===== src/design/cfb_pkg.sv =====
// cfb_pkg: shared types and constants of the checksummed frame builder
// no dependencies; imported by every design file of the block
package cfb_pkg;

    localparam logic [15:0] PORT_TYPE0 = 16'h1874;
    localparam logic [15:0] PORT_TYPE4 = 16'h0ECE;
    localparam logic [3:0]  TYPE_SEL0  = 4'd0;
    localparam logic [3:0]  TYPE_SEL4  = 4'd4;

    localparam logic CMD_START = 1'b0;
    localparam logic CMD_DATA  = 1'b1;

    localparam logic CFG_VERSION  = 1'b0;
    localparam logic CFG_SRC_PORT = 1'b1;

    typedef struct packed {
        logic        cmd;
        logic [3:0]  msg_type;
        logic [11:0] body_len;
        logic [7:0]  data_byte;
    } t_in_item;

    typedef struct packed {
        logic [7:0] out_byte;
        logic       frame_end;
    } t_out_item;

    // byte handed to the checksum accumulator
    typedef struct packed {
        logic       add;
        logic       restart;
        logic [7:0] data;
    } t_sum_ctl;

endpackage


===== src/design/checksummed_frame_builder.sv =====
// A start transaction opens a frame and produces a 7-byte header plus a zero pad
// byte when the length is even; each data transaction of an open frame passes
// its byte through, and the last one is followed by the two checksum bytes
// (high first, frame_end on the second); a zero-length start is closed the same
// way. Output is one byte per cycle, while the receiver does not stall, from a
// single output register. Data transactions with no open frame are taken and
// dropped. Configuration writes are plain register writes; the user must make
// them only while idle, as the block does not enforce it.
// depends on cfb_pkg, cfb_seq, cfb_csum
module checksummed_frame_builder
    import cfb_pkg::*;
(
    input  logic        i_clk,
    input  logic        i_rst_n,
    input  logic        i_valid,
    output logic        o_stall,
    input  t_in_item    i_item,
    output logic        o_valid,
    input  logic        i_stall,
    output t_out_item   o_item,
    input  logic        i_cfg_we,
    input  logic        i_cfg_idx,
    input  logic [15:0] i_cfg_data
);

    logic [7:0]  r_version;
    logic [15:0] r_src_port;
    logic        r_ov;
    t_out_item   r_oitem;

    logic        out_free;
    logic        take;
    logic        emit;
    t_out_item   seq_item;
    t_sum_ctl    sum_ctl;
    logic [15:0] check;

    always_ff @(posedge i_clk) begin
        if (!i_rst_n) begin
            r_version  <= 8'h00;
            r_src_port <= 16'h0000;
        end else if (i_cfg_we) begin
            unique case (i_cfg_idx)
                CFG_VERSION:  r_version  <= i_cfg_data[7:0];
                CFG_SRC_PORT: r_src_port <= i_cfg_data;
                default:      r_version  <= r_version;
            endcase
        end
    end

    assign out_free = !r_ov || !i_stall;

    cfb_seq u_seq (
        .i_clk      (i_clk),
        .i_rst_n    (i_rst_n),
        .i_valid    (i_valid),
        .o_take     (take),
        .i_item     (i_item),
        .i_version  (r_version),
        .i_src_port (r_src_port),
        .i_check    (check),
        .i_out_free (out_free),
        .o_emit     (emit),
        .o_item     (seq_item),
        .o_sum_ctl  (sum_ctl)
    );

    cfb_csum u_csum (
        .i_clk   (i_clk),
        .i_rst_n (i_rst_n),
        .i_ctl   (sum_ctl),
        .o_check (check)
    );

    always_ff @(posedge i_clk) begin
        if (!i_rst_n) begin
            r_ov <= 1'b0;
        end else if (out_free) begin
            r_ov <= emit;
        end
    end

    always_ff @(posedge i_clk) begin
        if (out_free) begin
            r_oitem <= seq_item;
        end
    end

    assign o_stall = !take;
    assign o_valid = r_ov;
    assign o_item  = r_oitem;

endmodule


===== src/design/cfb_csum.sv =====
// cfb_csum: ones' complement sum of big-endian byte pairs, end-around carry
// depends on cfb_pkg (t_sum_ctl)
module cfb_csum
    import cfb_pkg::*;
(
    input  logic        i_clk,
    input  logic        i_rst_n,
    input  t_sum_ctl    i_ctl,
    output logic [15:0] o_check
);

    logic [15:0] r_sum, n_sum;
    logic [7:0]  r_held, n_held;
    logic        r_odd, n_odd;
    logic [16:0] pair_sum;

    assign pair_sum = {1'b0, r_sum} + {1'b0, r_held, i_ctl.data};

    always_comb begin
        n_sum  = r_sum;
        n_held = r_held;
        n_odd  = r_odd;
        if (i_ctl.add) begin
            if (i_ctl.restart) begin
                n_sum  = 16'h0000;
                n_held = i_ctl.data;
                n_odd  = 1'b1;
            end else if (!r_odd) begin
                n_held = i_ctl.data;
                n_odd  = 1'b1;
            end else begin
                // end-around carry
                n_sum = pair_sum[15:0] + {15'd0, pair_sum[16]};
                n_odd = 1'b0;
            end
        end
    end

    always_ff @(posedge i_clk) begin
        if (!i_rst_n) begin
            r_sum  <= 16'h0000;
            r_held <= 8'h00;
            r_odd  <= 1'b0;
        end else begin
            r_sum  <= n_sum;
            r_held <= n_held;
            r_odd  <= n_odd;
        end
    end

    assign o_check = ~r_sum;

endmodule


===== src/design/cfb_seq.sv =====
// cfb_seq: holds the current item and frame state, steps out one byte per cycle while the output is free
// depends on cfb_pkg (item types, codes, port constants)
module cfb_seq
    import cfb_pkg::*;
(
    input  logic        i_clk,
    input  logic        i_rst_n,
    input  logic        i_valid,
    output logic        o_take,
    input  t_in_item    i_item,
    input  logic [7:0]  i_version,
    input  logic [15:0] i_src_port,
    input  logic [15:0] i_check,
    input  logic        i_out_free,
    output logic        o_emit,
    output t_out_item   o_item,
    output t_sum_ctl    o_sum_ctl
);

    localparam logic [1:0] PH_HDR   = 2'd0;
    localparam logic [1:0] PH_DATA  = 2'd1;
    localparam logic [1:0] PH_CK_HI = 2'd2;
    localparam logic [1:0] PH_CK_LO = 2'd3;

    logic        r_busy, n_busy;
    logic [1:0]  r_phase, n_phase;
    logic [2:0]  r_idx, n_idx;
    logic [3:0]  r_type;
    logic [11:0] r_len;
    logic [7:0]  r_data;
    logic        r_last, n_last;
    logic        r_open, n_open;
    logic [11:0] r_remain, n_remain;

    logic [15:0] dst_port;
    logic [2:0]  hdr_last_idx;
    logic        step_done;
    logic        accept;
    logic [7:0]  hdr_byte;

    always_comb begin
        if (r_type == TYPE_SEL0) begin
            dst_port = PORT_TYPE0;
        end else if (r_type == TYPE_SEL4) begin
            dst_port = PORT_TYPE4;
        end else begin
            dst_port = 16'h0000;
        end
    end

    // odd length: no pad byte
    assign hdr_last_idx = r_len[0] ? 3'd6 : 3'd7;

    always_comb begin
        case (r_idx)
            3'd0:    hdr_byte = i_version;
            3'd1:    hdr_byte = i_src_port[7:0];
            3'd2:    hdr_byte = i_src_port[15:8];
            3'd3:    hdr_byte = dst_port[7:0];
            3'd4:    hdr_byte = dst_port[15:8];
            3'd5:    hdr_byte = r_len[7:0];
            3'd6:    hdr_byte = {r_type, r_len[11:8]};
            default: hdr_byte = 8'h00;
        endcase
    end

    always_comb begin
        o_item.frame_end = 1'b0;
        step_done        = 1'b0;
        unique case (r_phase)
            PH_HDR: begin
                o_item.out_byte = hdr_byte;
                step_done = (r_idx == hdr_last_idx) && (r_len != 12'd0);
            end
            PH_DATA: begin
                o_item.out_byte = r_data;
                step_done = !r_last;
            end
            PH_CK_HI: begin
                o_item.out_byte = i_check[15:8];
            end
            PH_CK_LO: begin
                o_item.out_byte = i_check[7:0];
                o_item.frame_end = 1'b1;
                step_done = 1'b1;
            end
            default: begin
                o_item.out_byte = 8'h00;
            end
        endcase
    end

    assign o_emit = r_busy && i_out_free;
    assign o_take = !r_busy || (o_emit && step_done);
    assign accept = i_valid && o_take;

    assign o_sum_ctl.add     = o_emit && ((r_phase == PH_HDR) || (r_phase == PH_DATA));
    assign o_sum_ctl.restart = (r_phase == PH_HDR) && (r_idx == 3'd0);
    assign o_sum_ctl.data    = o_item.out_byte;

    always_comb begin
        n_busy   = r_busy;
        n_phase  = r_phase;
        n_idx    = r_idx;
        n_last   = r_last;
        n_open   = r_open;
        n_remain = r_remain;
        if (accept) begin
            n_idx = 3'd0;
            if (i_item.cmd == CMD_START) begin
                n_busy   = 1'b1;
                n_phase  = PH_HDR;
                n_last   = 1'b0;
                n_open   = (i_item.body_len != 12'd0);
                n_remain = i_item.body_len;
            end else if (r_open) begin
                n_busy   = 1'b1;
                n_phase  = PH_DATA;
                n_last   = (r_remain == 12'd1);
                n_open   = (r_remain != 12'd1);
                n_remain = r_remain - 12'd1;
            end else begin
                // no open frame: item dropped
                n_busy = 1'b0;
            end
        end else if (o_emit) begin
            if (step_done) begin
                n_busy = 1'b0;
            end else begin
                unique case (r_phase)
                    PH_HDR: begin
                        if (r_idx == hdr_last_idx) begin
                            n_phase = PH_CK_HI;
                        end else begin
                            n_idx = r_idx + 3'd1;
                        end
                    end
                    PH_DATA:  n_phase = PH_CK_HI;
                    PH_CK_HI: n_phase = PH_CK_LO;
                    default:  n_phase = PH_CK_LO;
                endcase
            end
        end
    end

    always_ff @(posedge i_clk) begin
        if (!i_rst_n) begin
            r_busy   <= 1'b0;
            r_phase  <= PH_HDR;
            r_idx    <= 3'd0;
            r_last   <= 1'b0;
            r_open   <= 1'b0;
            r_remain <= 12'd0;
        end else begin
            r_busy   <= n_busy;
            r_phase  <= n_phase;
            r_idx    <= n_idx;
            r_last   <= n_last;
            r_open   <= n_open;
            r_remain <= n_remain;
        end
    end

    always_ff @(posedge i_clk) begin
        if (accept) begin
            r_type <= i_item.msg_type;
            r_len  <= i_item.body_len;
            r_data <= i_item.data_byte;
        end
    end

endmodule


===== config.mk =====
export PLATFORM = sky130hd
export DESIGN_NAME = checksummed_frame_builder
export DESIGN_NICKNAME = d
export VERILOG_FILES = /design/src/design/cfb_pkg.sv /design/src/design/checksummed_frame_builder.sv /design/src/design/cfb_csum.sv /design/src/design/cfb_seq.sv
export SDC_FILE = /design/constraint.sdc
export NUM_CORES = 1
export LEC_CHECK = 0
export BUFFER_PORTS_ARGS = -buffer_cell sky130_fd_sc_hd__buf_2
export CAP_MARGIN = 0
export CORE_UTILIZATION = 60
export DETAILED_ROUTE_END_ITERATION = 8
export PLACE_DENSITY = 0.81
export SETUP_SLACK_MARGIN = 0.4
export SLEW_MARGIN = 15
export SYNTH_ARGS = -nofsm -noshare
export SYNTH_HDL_FRONTEND = slang
export SYNTH_SLANG_ARGS = --single-unit

===== constraint.sdc =====
create_clock -name i_clk -period 8.6 [get_ports i_clk]
set_clock_uncertainty 0.05 [all_clocks]
set_input_delay 1.72 -clock i_clk [delete_from_list [all_inputs] [get_ports i_clk]]
set_output_delay 1.72 -clock i_clk [all_outputs]
set_load 0.01 [all_outputs]

After elaboration in Yosys (flattened, before gate mapping)
Cells that the tools add are included.

storage, ports and cells
  output and inout port bits = 11
  flip-flop bits (word level) = 103

cells by class
  $add $sub $neg = 4
  equal/unequal tests = 18
  multiplexer cells = 31
  bitwise operators = 5
  reductions and logical operators = 31

operator list
  operator                                             count
  one-hot mux 8 bit (7 select lines)                   1
  two-way mux 16 bit                                   3
  two-way mux 12 bit                                   3
  one-hot mux 8 bit (4 select lines)                   1
  nonzero test 12 bit                                  2
  adder 16 x 16 -> 17 bit                              1
  adder 16 x 1 -> 16 bit                               1
  two-way mux 8 bit                                    2
  inverter 16 bit                                      1
  two-way mux 1 bit                                    13
  == test 12 x 1 -> 1 bit (second input constant)      1
  two-way mux 2 bit                                    6
  != test 12 x 1 -> 1 bit (second input constant)      1
  AND reduction 2 bit                                  6
  subtractor 12 x 1 -> 12 bit (second input constant)  1
  == test 3 bit (second input constant)                3
  AND reduction 4 bit                                  2
  == test 3 x 2 -> 1 bit (second input constant)       2
  logical AND 1 bit                                    6
  != test 3 x 2 -> 1 bit (second input constant)       2
  nonzero test 2 bit                                   3
  logical NOT 1 bit                                    5
  == test 2 bit (second input constant)                2
  == test 4 x 3 -> 1 bit (second input constant)       1
  other kinds (14)                                     20

Depth between registers and ports, before layout
Gate-level depths: netlist of the first run.

  depth in word-level cells = 9
  gate-level depth with buffers = 26
  gate-level depth less buffers = 25

Modules after synthesis
Synthesis of the first run repeated with hierarchy kept, for this count alone.

unflattened totals
  cells, all modules = 654
  area total of the unflattened synthesis = 6047.0 µm²

by module, submodules not included
  module                     cells each  area each (µm²)  instances  sequential area each (µm²)
  cfb_seq                    287         2676.3           1          1121.1
  cfb_csum                   253         2128.3           1          500.5
  checksummed_frame_builder  114         1242.4           1          770.7

Worst setup path before layout of the first run
Ideal clock, no wire load.

  kind = register to register
  from = register u_seq.r_idx[2]
  to = register u_csum.r_sum[15]
  required time = 8.463 ns
  data arrival time = 5.139 ns
  cell stages (with the launch flop) = 25
  buffers on the path = 1
  slack = 3.324 ns
  library setup time = 0.087 ns
  clock period less this slack = 5.276 ns
  path through = dfxtp_1 -> clkbuf_1 -> clkinv_1 -> ha_1 -> nor4_1 -> nand2b_1 -> a31oi_1 -> a221o_1 -> ha_1 -> nor2b_1 -> o31a_2 -> o2111ai_1 -> a21oi_1 -> a211o_1 -> a21o_1 -> a21o_1 -> ha_1 -> nor2b_1 -> nor2b_1 -> nand4_1 -> nor4_2 -> nand4_2 -> o21a_1 -> o31a_1 -> o31ai_1

RTL lines
  item                    line            source
  start, declared         cfb_seq.sv:27   logic [2:0] r_idx, n_idx;
  start signal, assigned  cfb_seq.sv:157  r_idx <= n_idx;
  end signal, assigned    cfb_csum.sv:45  r_sum <= n_sum;
  end, declared           cfb_csum.sv:12  logic [15:0] r_sum, n_sum;

==> results of run 1 <==
critical path: cells and delay by family, from the launching register on:
family	cells	cell delay, ns
buf+inv	1	0.37
flops	1	0.71
fa+ha+maj	3	1.00
simple gates	6	1.46
compound gates	13	2.72
registers in the layout, indices dropped and copies added (netlist names):
signal,flops
r_version,8
u_seq.r_open,1
r_src_port,16
u_seq.r_busy,1
u_csum.r_sum,16
u_seq.r_type,4
u_seq.r_remain,12
u_seq.r_idx,3
u_seq.r_data,8
u_seq.r_len,12
u_csum.r_held,8
u_csum.r_odd,1
u_seq.r_phase,2
o_valid,1
o_item,9
u_seq.r_last,1
worst max-delay path by stage:
stage	startpoint	end	slack [ns]	cells after the start
after floorplan	u_seq.r_idx[2]$_SDFFE_PP0P_	u_csum.r_sum[15]$_SDFFE_PN0P_	3.32	24
after global placement	u_seq.r_idx[2]$_SDFFE_PP0P_	u_csum.r_sum[15]$_SDFFE_PN0P_	2.63	23
after detailed placement	u_seq.r_idx[2]$_SDFFE_PP0P_	u_csum.r_sum[15]$_SDFFE_PN0P_	2.32	23
after CTS	u_seq.r_idx[2]$_SDFFE_PP0P_	u_csum.r_sum[15]$_SDFFE_PN0P_	2.28	23
after global routing	u_seq.r_idx[2]$_SDFFE_PP0P_	u_csum.r_sum[15]$_SDFFE_PN0P_	1.63	23
final	u_seq.r_idx[2]$_SDFFE_PP0P_	u_csum.r_sum[15]$_SDFFE_PN0P_	2.19	23
power breakdown:
group          internal [mW]  leakage [nW]  total (mW)  switching [mW]
registers              0.531         0.907       0.551          0.0201
clock network          0.147         0.109       0.321           0.174
logic                 0.0600          1.47       0.153          0.0930
logic make-up (layout without fill, tap and decap cells):
family,Yosys count,count (layout),synth area share [%]
buffers and inverters,52,93,3.37
XOR/XNOR,22,22,3.31
AND/OR/NAND/NOR,225,225,19.7
multiplexers,18,18,3.16
adder cells (fa/ha/maj),26,26,5.72
AO/OA/AOI/OAI,186,186,23.7
flip-flops,103,103,41.1
metrics by stage:
stage                     power [mW]  instance area, um^2  std cells
after floorplan                0.660                 5820        632
after global placement         0.705                 6160        786
after detailed placement       0.711                 6160        786
after CTS                       1.03                 6370        802
after global routing            1.07                 6370        802
final                           1.03                 6370        802
area by class of cell:
class	instances	area share, %
multi-input combinational	477	50.8
sequential	103	37.5
timing repair buffer	59	4.71
tap	129	2.53
clock buffer	10	2.16
clock inverter	6	1.20
inverter	18	1.06
synthesized netlist by cell type, drive strengths merged (4+ instances only):
cell type  number  area [um^2]
a21boi         34          255
a22oi          18          135
nor3           11         55.1
dfxtp          70         1400
nand2          87          327
nor4           12         96.3
o31ai           4         35.0
clkbuf         31          116
a21oi          25          125
nand2b         11         68.8
a221o           5         50.1
a222oi          7         70.1
mux2i          15          150
nand3          13         65.1
edfxtp         33          991
and2            9         56.3
o21a            6         45.0
nor2           31          116
xnor2          15          131
o21ai          33          173
nor2b          27          169
inv            17         63.8
a31oi           4         25.0
nand4           5         37.5
o211a           5         50.1
xor2            7         61.3
a21o            9         67.6
a211oi          6         57.6
ha             25          313
routing by layer:
layer  vias up  GRT usage, %  wire length, um
met5         -             0                0
met3        28          6.10              830
li1       2398             -                -
met1      2337          39.7             6520
met4         0          10.0              303
met2       164          46.7             6420
==> impl_metrics.json, run 1 <==
{
  "status": "finished, final reports clean",
  "cts.path.max_buffers": 2,
  "ys_async_sr_fraction_pct": 0,
  "timing.hold.ws_ns": 0.423,
  "slew_viol_final": 0,
  "die-height_um": 101,
  "regArea_um2": 2390,
  "port_buffers": 57,
  "track_usage_pct": 29.3,
  "max_freq_mhz": 156,
  "vdd_drop_max_mv": 0.124,
  "finalSetupTns_ns": 0,
  "synth_ff_type": "dfxtp_1",
  "fp.dieW_um": 101,
  "htreeDepth": 3,
  "worstMarginPinSlew_ns": 1.11,
  "grt_pass1_wl_mm": 23.1,
  "critPathRequiredTime_ns": 8.84,
  "cts_inserted_buffers": 9,
  "antenna_found_initial": 0,
  "r2r_end": "u_csum.r_sum[15]$_SDFFE_PN0P_",
  "yosysWarnings": 0,
  "cts_tree": "built",
  "multi_input_area_um2": 3240,
  "layout_commonest_cell": "nand2_1",
  "synth_edf_count": 33,
  "final_cell_mix": "87 x nand2_1, 70 x dfxtp_1, 57 x buf_2, 34 x a21boi_0, 33 x edfxtp_1",
  "cp_slowest_cell": "dfxtp_1",
  "cp_cell_sequence": "clkinv_1 > ha_1 > nand2_1 > o21ai_0 > a311oi_1 > o21ai_0 > ha_1 > o211a_1 > o31a_2 > o2111ai_1 > a21oi_1 > a211o_1 > a21o_1 > a21o_1 > ha_1 > nor2b_1 > nor2b_1 > nand4_1 > nor4_2 > nand4_2 > o21a_1 > o31a_1 > o31ai_1",
  "r2r_cells": 23,
  "drt_wl_total_mm": 14.1,
  "antenna_left": 0,
  "netlist_instances": 632,
  "synth_area_per_cell_um2": 9.21,
  "cts.clk_slew.worst_paths_ns": 0.10,
  "syn2layout_area_growth_pct": 9.45,
  "reg2reg_from": "u_seq.r_idx[2]$_SDFFE_PP0P_",
  "max_stage_delay_ns": 0.71,
  "path_common_cell": "ha_1",
  "rsz0062_at_grt": "false",
  "path_class": "reg2reg",
  "cp_max_fo": 18,
  "relSlewSlack_pct": 25.6,
  "rrSetupSlack_ns": 2.19,
  "fillers": 793,
  "ys_seq_area_share_pct": 41.1,
  "post_cts_buffers": 0,
  "drt_iter0_drc": 318,
  "cts.sinks": 103,
  "cts_root_buffer": "clkbuf_8",
  "powerDensity_nw_per_um2": 161,
  "arrival_ns": 6.65,
  "ys_seq_elements": 103,
  "routabilityCongestion": 0.948,
  "post_drt_wl_per_cell_um": 17.6,
  "vias_per_cell": 6.14,
  "n_antenna_cell": 0,
  "pre_cts_ws_ns": 2.32,
  "worst_setup_path_end_kind": "flop",
  "cts_hold_buf": 0,
  "min_path_type": "reg2reg",
  "min_to": "r_version[0]$_SDFFE_PN0P_",
  "grt_max_degree": 70,
  "syn-num-nets": 705,
  "rows": 35,
  "finalWorstPathRequiredPeriod_ns": 6.41,
  "post-route-util_pct": 68.3,
  "via_count": 4927,
  "fp.dieArea_um2": 10100,
  "nets": 741,
  "post-dp-hpwl_mm": 10.4,
  "io_pins": 58,
  "holdPathStages": 2,
  "core-area_um2": 9330,
  "overflow": 0,
  "min_from": "r_version[0]$_SDFFE_PN0P_",
  "cts_resized": 0,
  "synth_area_um2": 5820,
  "hold_viol": 0,
  "total_leakage_power_nw": 2.49,
  "drive_gt1_share_pct": 14.6,
  "fin_ws_ns": 2.19,
  "dr.pass1.iters": 5,
  "grt_pass1_vias": 4729,
  "cap_violations": 0,
  "clock_latency_ns": 0.37,
  "setup_violations": 0,
  "fin_crit_sh_pct": 74.5,
  "ys_types": 72,
  "cp-start-kind": "flop",
  "route.detailed.drc": 0,
  "start_util_pct": 62.4
}
Note: power is estimated with default switching activity, not from simulation.
==> run 2: changes to the inputs <==
--- a/config.mk
+++ b/config.mk
@@ -5,11 +5,12 @@
 export SDC_FILE = /design/constraint.sdc
 export NUM_CORES = 1
 export LEC_CHECK = 0
+export ABC_AREA = 1
 export BUFFER_PORTS_ARGS = -buffer_cell sky130_fd_sc_hd__buf_2
 export CAP_MARGIN = 0
-export CORE_UTILIZATION = 60
+export CORE_UTILIZATION = 54
 export DETAILED_ROUTE_END_ITERATION = 8
-export PLACE_DENSITY = 0.81
+export PLACE_DENSITY = 0.77
 export SETUP_SLACK_MARGIN = 0.4
 export SLEW_MARGIN = 15
 export SYNTH_ARGS = -nofsm -noshare
==> constraint.sdc (replaced) <==
create_clock -name i_clk -period 5.5 [get_ports i_clk]
set_clock_uncertainty 0.05 [all_clocks]
set_input_delay 1.1 -clock i_clk [delete_from_list [all_inputs] [get_ports i_clk]]
set_output_delay 1.1 -clock i_clk [all_outputs]
set_load 0.01 [all_outputs]
==> run 2 against run 1 <==
Critical path depth is 5 higher; via count increased by 14%; first-iteration DRC count is 25% higher; global-route usage decreased by 2.5 points; register-to-register slack got worse by 1.3 ns; non-clock buffer count fell by 1; combinational power increased by 130%; count of clock-buffer cells in the layout stayed put; largest cell class unchanged.
==> impl_metrics.json, run 2 <==
{
  "ys_seq_elements": 103,
  "r2r_end": "u_csum.r_sum[12]$_SDFFE_PN0P_",
  "cp_slowest_cell": "a2111oi_0",
  "netlist_instances": 851,
  "p_sw_share_pct": 32.4,
  "r2r_cells": 28,
  "cp_max_fo": 6,
  "post-route-util_pct": 60.6,
  "status": "finished, final reports clean",
  "post_drt_wl_per_cell_um": 14.1,
  "synth_top_area_share_pct": 23.3,
  "instances_no_fill": 1047,
  "seq_power_share_pct": 52.8,
  "drt_wl_total_mm": 14.8,
  "antenna_left": 0,
  "cp-start-kind": "flop",
  "grt_max_degree": 50,
  "largestRegisters": "r_src_port (16), u_csum.r_sum (16)",
  "syn-num-nets": 924,
  "hold_viol": 0,
  "synth_area_um2": 6010,
  "slew_viol_final": 0,
  "antenna_found_initial": 0,
  "grt_pass1_vias": 4971,
  "total_leakage_power_nw": 3.12,
  "cap_violations": 0,
  "start_util_pct": 55.4,
  "synth_most_common_cell": "nand2_1",
  "power_mw": 1.68,
  "regArea_um2": 2390,
  "min_path_type": "reg2reg",
  "placed_area_um2": 6390,
  "route.detailed.drc": 0,
  "worst_setup_path_end_kind": "flop",
  "cts_inserted_buffers": 9,
  "dr.pass1.iters": 5,
  "cts.sinks": 103,
  "relSlewSlack_pct": 48.5,
  "yosysWarnings": 0,
  "nets": 975,
  "clock_latency_ns": 0.39,
  "min_from": "r_version[5]$_SDFFE_PN0P_",
  "path_common_cell": "nand2_1",
  "pre_cts_ws_ns": 0.856,
  "holdPathStages": 2,
  "rrSetupSlack_ns": 0.84,
  "rsz0062_at_grt": "false",
  "drt_iter0_drc": 396,
  "yosysTopAreaCell": "dfxtp_1",
  "vias_per_cell": 5.35,
  "fillers": 1009,
  "vdd_drop_max_mv": 0.224,
  "comb_power_share_pct": 21.1,
  "synth_common_cells": "201 x nand2_1, 120 x nor2_1, 113 x inv_1",
  "port_buffers": 57,
  "drive_gt1_share_pct": 12.2,
  "fin_area_um2": 6570,
  "critPathRequiredTime_ns": 5.78,
  "layout_commonest_cell": "nand2_1",
  "synthTopCellsByArea": "dfxtp_1 23%, edfxtp_1 16%, nand2_1 13%",
  "routabilityCongestion": 0.982,
  "max_freq_mhz": 215,
  "die-height_um": 107,
  "cts_root_buffer": "clkbuf_8",
  "synth_ff_type": "dfxtp_1",
  "core-area_um2": 10800,
  "grt_pass1_wl_mm": 23.9,
  "worstMarginPinSlew_ns": 0.772,
  "via_count": 5598,
  "arrival_ns": 4.94,
  "max_stage_delay_ns": 0.50,
  "synth_area_per_cell_um2": 7.06,
  "ys_seq_area_share_pct": 39.8,
  "htreeDepth": 3,
  "syn2layout_area_growth_pct": 9.24,
  "reg2reg_from": "u_seq.r_idx[1]$_SDFFE_PP0P_",
  "synth_edf_count": 33,
  "io_pins": 58,
  "finalWorstPathRequiredPeriod_ns": 4.66,
  "n_antenna_cell": 0,
  "ys_async_sr_fraction_pct": 0,
  "post_cts_buffers": 0,
  "fp.dieArea_um2": 11600,
  "path_class": "reg2reg",
  "fin_ws_ns": 0.841,
  "rows": 38,
  "min_to": "r_version[5]$_SDFFE_PN0P_",
  "multi_input_area_um2": 3080,
  "ys_types": 46,
  "finalSetupTns_ns": 0,
  "track_usage_pct": 26.8,
  "fin_crit_sh_pct": 84.7,
  "cts_tree": "built",
  "power.internal_mw": 1.13,
  "overflow": 0,
  "setup_violations": 0,
  "fp.dieW_um": 107,
  "final_cell_mix": "201 x nand2_1, 120 x nor2_1, 113 x inv_1, 69 x dfxtp_1, 58 x o21ai_0",
  "post-dp-hpwl_mm": 11.6,
  "dp.cells": 1031,
  "cts.clk_slew.worst_paths_ns": 0.11,
  "p_sw_mw": 0.545,
  "cts.path.max_buffers": 2,
  "timing.hold.ws_ns": 0.424,
  "powerDensity_nw_per_um2": 256,
  "power_frac_clock_pct": 26.0
}
[run 2: cell count changes after synthesis, moves of 17 or more]
| cell | delta |
|---|---|
| a21boi_0 | -34 |
| nand2_1 | +114 |
| nor2b_1 | -27 |
| inv_1 | +96 |
| nand3_1 | +44 |
| clkbuf_1 | -20 |
| nor2_1 | +89 |
| a21oi_1 | +21 |
| a22oi_1 | -17 |
| o21ai_0 | +28 |
[run 2: logic make-up (layout without fill, tap and decap cells)]
family,after synthesis,after routing,share of synthesized area (%)
xor gates and xnor gates,6,6,0.874
buffers and inverters,138,194,8.93
AOI/OAI and AO/OA,139,139,13.2
and+or+nand+nor,439,439,31.7
DFF,103,103,39.8
adders and majority gates,26,26,5.54
[run 2: layer usage]
metal  vias up  global-route usage (%)  wire length (um)
met5         -                       0                 0
met4         0                    9.10               391
met3        31                    5.33              1010
met2       161                    41.3              6350
met1      2512                    37.4              7020
li1       2894                       -                 -
[run 2: how the worst max path moves through the flow]
stage	start	endpoint	slack, ns	cells after the start
floorplan	u_seq.r_idx[0]$_SDFFE_PP0P_	u_csum.r_sum[11]$_SDFFE_PN0P_	1.61	31
global placement	u_seq.r_idx[0]$_SDFFE_PP0P_	u_csum.r_sum[11]$_SDFFE_PN0P_	0.93	28
detailed placement	u_seq.r_idx[0]$_SDFFE_PP0P_	u_csum.r_sum[12]$_SDFFE_PN0P_	0.86	28
CTS	u_seq.r_idx[0]$_SDFFE_PP0P_	u_csum.r_sum[12]$_SDFFE_PN0P_	0.85	28
global route	u_seq.r_idx[1]$_SDFFE_PP0P_	u_csum.r_sum[11]$_SDFFE_PN0P_	0.43	32
finish	u_seq.r_idx[1]$_SDFFE_PP0P_	u_csum.r_sum[12]$_SDFFE_PN0P_	0.84	28
[run 2: layout make-up]
class / instances / share of cell area, %
inverters: 120 / 6.86
clock buffers: 10 / 1.94
repair buffers: 58 / 4.46
flip-flops and latches: 103 / 36.5
well taps: 140 / 2.67
clock inverters: 6 / 0.686
multi-input cells: 610 / 46.9
[run 2: timing repair]
| action | in CTS | in global routing |
|---|---|---|
| setup endpoints to repair | 0 | 3 |
| hold buffers | 0 | 0 |
| resized for setup | 0 | 1 |
[run 2: power groups by stage]
stage | logic [mW] | registers, mW | clock network, mW
after floorplan | 0.251 | 0.897 | 0
after global placement | 0.347 | 0.903 | 0
after detailed placement | 0.349 | 0.904 | 0
after CTS | 0.351 | 0.886 | 0.447
after global routing | 0.399 | 0.894 | 0.474
final | 0.355 | 0.887 | 0.437
[run 2: critical path, delay by kind of cell (launching register included)]
family                   cells  cell delay [ns]
buffers and inverters        4             0.33
AND/OR/NAND/NOR             15             1.71
adder cells (fa/ha/maj)      3             0.81
AO/OA/AOI/OAI                6             1.26
flip-flops                   1             0.41
